==> src/rtl/nmcu_pkg.sv <==
// Package for the neuron MAC block: payload types, store control and fixed-point constants.
`timescale 1ns / 1ps

package nmcu_pkg;

    // Operation codes carried in the input transaction
    localparam logic [1:0] OP_WRITE_WEIGHT = 2'd0;
    localparam logic [1:0] OP_WRITE_BIAS   = 2'd1;
    localparam logic [1:0] OP_FORWARD      = 2'd2;
    localparam logic [1:0] OP_UPDATE       = 2'd3;

    // Field widths
    localparam int INDEX_W = 8;
    localparam int Q_W     = 16;
    localparam int LR_W    = 15;
    localparam int ACC_W   = 40;
    localparam int OUT_W   = 32;

    // Shared multiplier operand and product widths
    localparam int MUL_A_W = 32;
    localparam int MUL_B_W = 16;
    localparam int MUL_P_W = MUL_A_W + MUL_B_W;

    // Learning rate after reset (about 0.01 in Q4.12)
    localparam logic [LR_W-1:0] LR_RESET = 15'd41;

    // One in Q4.12, the clamp bound of weights and bias
    localparam int Q_ONE = 4096;

    typedef struct packed {
        logic [1:0]            operation;
        logic [INDEX_W-1:0]    index;
        logic signed [Q_W-1:0] value;
        logic signed [Q_W-1:0] slope;
        logic                  last;
    } in_t;

    typedef struct packed {
        logic signed [OUT_W-1:0] pre_activation;
        logic                    saturated;
    } out_t;

    // Weight store port control: reads and writes never share a cycle
    typedef struct packed {
        logic               wr_en;
        logic               rd_en;
        logic [INDEX_W-1:0] addr;
    } mem_ctl_t;

    // Clamp a wide signed value to [-1, 1] in Q4.12
    function automatic logic signed [Q_W-1:0] clamp_unit(input logic signed [39:0] x);
        logic signed [Q_W-1:0] r;
        if (x > 40'sd4096) begin
            r = Q_W'(Q_ONE);
        end else if (x < -40'sd4096) begin
            r = -Q_W'(Q_ONE);
        end else begin
            r = x[Q_W-1:0];
        end
        return r;
    endfunction

endpackage

==> src/rtl/nmcu_mul.sv <==
// Shared signed multiplier with a registered product.
`timescale 1ns / 1ps

module nmcu_mul
    import nmcu_pkg::*;
(
    input  logic                      aclk,
    input  logic signed [MUL_A_W-1:0] a,
    input  logic signed [MUL_B_W-1:0] b,
    output logic signed [MUL_P_W-1:0] p
);

    logic signed [MUL_P_W-1:0] p_reg;

    // Product register, loaded every cycle; the sequencer picks when to use it
    always_ff @(posedge aclk) begin
        p_reg <= MUL_P_W'(a) * MUL_P_W'(b);
    end

    assign p = p_reg;

endmodule

==> config.mk <==
export PLATFORM = sky130hd
export DESIGN_NAME = nmcu_mul
export DESIGN_NICKNAME = d
export VERILOG_FILES = /design/src/rtl/nmcu_pkg.sv /design/src/rtl/nmcu_mul.sv
export SDC_FILE = /design/constraint.sdc
export NUM_CORES = 1
export LEC_CHECK = 0
export BUFFER_PORTS_ARGS = -buffer_cell sky130_fd_sc_hd__buf_2
export CAP_MARGIN = 20
export CORE_ASPECT_RATIO = 0.5
export CORE_MARGIN = 2
export CORE_UTILIZATION = 40
export CTS_CLUSTER_DIAMETER = 80
export DETAILED_ROUTE_END_ITERATION = 8
export PLACE_DENSITY = 0.67
export SLEW_MARGIN = 20
export SYNTH_ARGS = -nofsm -noshare
export SYNTH_HDL_FRONTEND = slang
export SYNTH_SLANG_ARGS = --single-unit
==> constraint.sdc <==
create_clock -name aclk -period 8 [get_ports aclk]
set_input_delay 1.2 -clock aclk [delete_from_list [all_inputs] [get_ports aclk]]
set_output_delay 1.2 -clock aclk [all_outputs]
set_load 0.01 [all_outputs]
# Yosys cells after proc, flatten, opt, wreduce, memory -nomap -nowiden

Cells that the tools add are included.

Register bits after elaboration: 48
Input port bits: 49

Multipliers: 1

Operator list:

| cell             | count |
|---|---|
| $mul A32 B16 Y48 | 1 |

# Logic depth before layout (Yosys ltp)

Depth after elaboration: 1
Depth in mapped cells: 26
Depth with buffers taken out: 24

# Worst setup path before layout

Ideal clock, no wire load.

Path kind: input port to flip-flop
Start: in a[30]
End: reg p_reg[46], in the netlist p[46]
Library setup time: 0.127 ns
Arrival time: 6.798 ns
Required time: 7.873 ns
Setup slack: 1.076 ns
Cell stages on the path: 24
Buffers on the path: 2
Path through: clkbuf_1 -> nand2_1 -> fa_1 -> inv_1 -> fa_1 -> inv_1 -> fa_1 -> inv_1 -> fa_1 -> fa_1 -> inv_1 -> fa_1 -> inv_1 -> ha_1 -> clkbuf_1 -> a21o_1 -> a21o_1 -> a211oi_1 -> o31ai_1 -> a31o_2 -> a21o_1 -> a221oi_1 -> o21ai_0 -> xor2_1

Cells in the longest elaborated chain, start to end: 1

Ends and longest elaborated chain:

| what                 | RTL line       | RTL |
|---|---|---|
| from (decl)          | nmcu_mul.sv:8  | `input logic signed [MUL_A_W-1:0] a,` |
| $mul A32 B16 Y48     | nmcu_mul.sv:17 | `p_reg <= MUL_P_W'(a) * MUL_P_W'(b);` |
| to (signal assigned) | nmcu_mul.sv:17 |  |
| to (decl)            | nmcu_mul.sv:13 | `logic signed [MUL_P_W-1:0] p_reg;` |

Every way passes these cells.

# Final worst setup path

Start: in b[1]
End: reg p_reg[46], in the netlist p[46]

Cells in the longest elaborated chain, start to end: 1

Ends and longest elaborated chain:

| what             | RTL line       | RTL |
|---|---|---|
| from (decl)      | nmcu_mul.sv:9  | `input logic signed [MUL_B_W-1:0] b,` |
| $mul A32 B16 Y48 | nmcu_mul.sv:17 |  |

Every way passes these cells.

==> metrics.cfg <==
[clocking]
path_clk_slew_ns=0.08
numCtsBuffers=5
clock-sinks=48
cts.path.max_buffers=2
cts-root-buf=clkbuf_16
tritoncts=yes
ctsHoldBuffers=0
h-tree-depth=2
postCtsSetupRepairBufs=0
cts_resized=0

[detailed_routing]
dr.pass1.iters=4
via_per_inst=4.81
first_iter_violations=829
avgRoutedWirePerCell_um=16.4
drc=0
routed_wl_um=45200
dr_total_vias=13200
ant_nets=0

[setup_path]
slowest_delay_ns=0.56
arrival_ns=7.66
crit_buf_inv=7
critPathSlowestCell=fa_1
critPathMostFrequentCell=fa_1
cp_top_family=adder cells
crit_cells=24
required_ns=8.20
crit_type=input port to flop
cp_max_fo=28
endpoint_kind=flop
crit_chain=buf_2 -> buf_4 -> nand2_1 -> inv_1 -> fa_1 -> inv_1 -> fa_1 -> fa_1 -> fa_1 -> inv_1 -> fa_1 -> inv_1 -> fa_1 -> inv_1 -> ha_1 -> a21oi_1 -> o211ai_1 -> a211oi_1 -> o31ai_1 -> a31o_2 -> a21o_1 -> a221oi_1 -> o21ai_0 -> xor2_1
startpoint_type=input port

[layout]
drive_gt1_share_pct=6.81
largest_reg_flops=48
area_growth_pct=7.17
n_fill_cell=4495
layout_commonest_cell=inv_1
antenna_cells=0
multiInputGateArea_sq_mm=0.0154
seq_area_sq_um=961
layout_common_cells=555 x inv_1, 486 x fa_1, 297 x nand2_1, 203 x and2_1, 114 x ha_1
nets=2763

[sta]
setup_tns_ns=0
relSlewSlack_pct=54.1
final-max-slew-violation-count=0
layout_min_cycle_time_ns=7.47
fmax_ghz=0.134
rsz0062_at_grt=false
finalCritPeriodShare_pct=93.3
tightestPinTransition_ns=0.689
setup_violations=0
hold_viol=0
timing.hold.ws_ns=1.34

[floorplan]
die_w_um=310
fp.coreArea_sq_mm=0.0466
pin_count=97
row_count=56
die_h_um=157
initial_core_util_pct=40.3
die_area_sq_mm=0.0488

[synthesis]
ys.flop_type=dfxtp_1
synth_area_leaders=fa_1 52%, inv_1 11%, ha_1 7.6%
ys_ff_latch=48
synth_top_cell_by_area=fa_1
synth-edff-count=0
synth_top_area_share_pct=51.8
synth-seq-area-share_pct=5.12
synthesis.nets=2722
synthArstFlopShare_pct=0
netlist_area_sq_mm=0.0188
synth.distinct_cells=44
syn-instance-count=2073
yosysWarnings=0
avgSynthCellArea_sq_um=9.05

[grt]
grt_max_degree=33
antenna_found_initial=1
first_global_vias=14500
grt_overflow=0
grt_use_total_pct=19.8
grt_first_pass_wirelength_um=75100

[run]
cap_violations=0

[min_path]
hold-path-cell-count=2
hp-class=input port to flop
hp-start=a[0]
hold_end=p[0]$_DFF_P_

[placed_design]
place.gp.congestion=0.900
hpwl_um=37900
portBuffers=96

[status]
outcome=completed

## kinds of logic after synthesis
family / count (synthesis) / synth area share (%)
and+or+nand+nor: 585 / 15.0
buffers and inverters: 646 / 12.9
AOI/OAI and AO/OA: 143 / 5.11
DFF: 48 / 5.12
xor gates and xnor gates: 51 / 2.38
adders and majority gates: 600 / 59.4
## metal layers
metal | GRT usage [%] | up-vias | part of all wire [%]
met5 | 0 | - | 0
met4 | 5.06 | 0 | 2.1
met3 | 2.85 | 62 | 4.9
met2 | 35.5 | 277 | 51
met1 | 25.2 | 6871 | 42
li1 | - | 6019 | -
## per-stage QoR
| stage | worst slack [ns] | instance area [sq um] | util [%] | std cells |
|---|---|---|---|---|
| after global routing | 0.0959 | 20100 | 43.2 | 2753 |
| final | 0.533 | 20100 | 43.2 | 2753 |
| after global placement | 0.359 | 19900 | 42.8 | 2745 |
| after detailed placement | 0.257 | 19900 | 42.8 | 2745 |
| after floorplan | 1.08 | 18800 | - | 2073 |
| after CTS | 0.556 | 20100 | 43.2 | 2753 |
## worst max-delay path by stage
stage	start	slack [ns]	to
after floorplan	a[30]	1.08	p[46]$_DFF_P_
after global placement	b[1]	0.36	p[43]$_DFF_P_
after detailed placement	b[1]	0.26	p[46]$_DFF_P_
after CTS	b[1]	0.56	p[46]$_DFF_P_
after global routing	b[1]	0.1	p[46]$_DFF_P_
final	b[1]	0.53	p[46]$_DFF_P_
## area by class of cell
type                       instances  share of cell area (%)
clock inverter                     1                   0.149
sequential                        48                    4.78
timing repair buffer             124                    3.50
inverter                         556                    10.4
multi-input combinational       1379                    76.5
tap                              638                    3.97
clock buffer                       7                   0.759
## cell usage after synthesis, types with 2 or more instances
cell type and n:
a211o_1 2, a211oi_1 3, a21boi_0 3, a21o_1 28
a21oi_1 42, a21oi_2 2, a221oi_2 3, a31oi_1 4
and2_1 203, and3_1 6, and4_1 2, clkbuf_1 89
dfxtp_1 48, fa_1 486, ha_1 114, inv_1 555
nand2_1 297, nand2b_1 9, nand3_1 10, nand4_1 8
nor2_1 36, nor2b_1 4, nor3_1 5, o211ai_1 4
o21a_1 4, o21ai_0 23, o21ai_2 3, o21bai_1 10
o22ai_1 2, o31ai_1 3, or3_1 3, xnor2_1 40
xor2_1 11
Power is left out: the tool's default activity adds up to more than one toggle a clock period on the data nets, which glitch-free logic cannot reach.
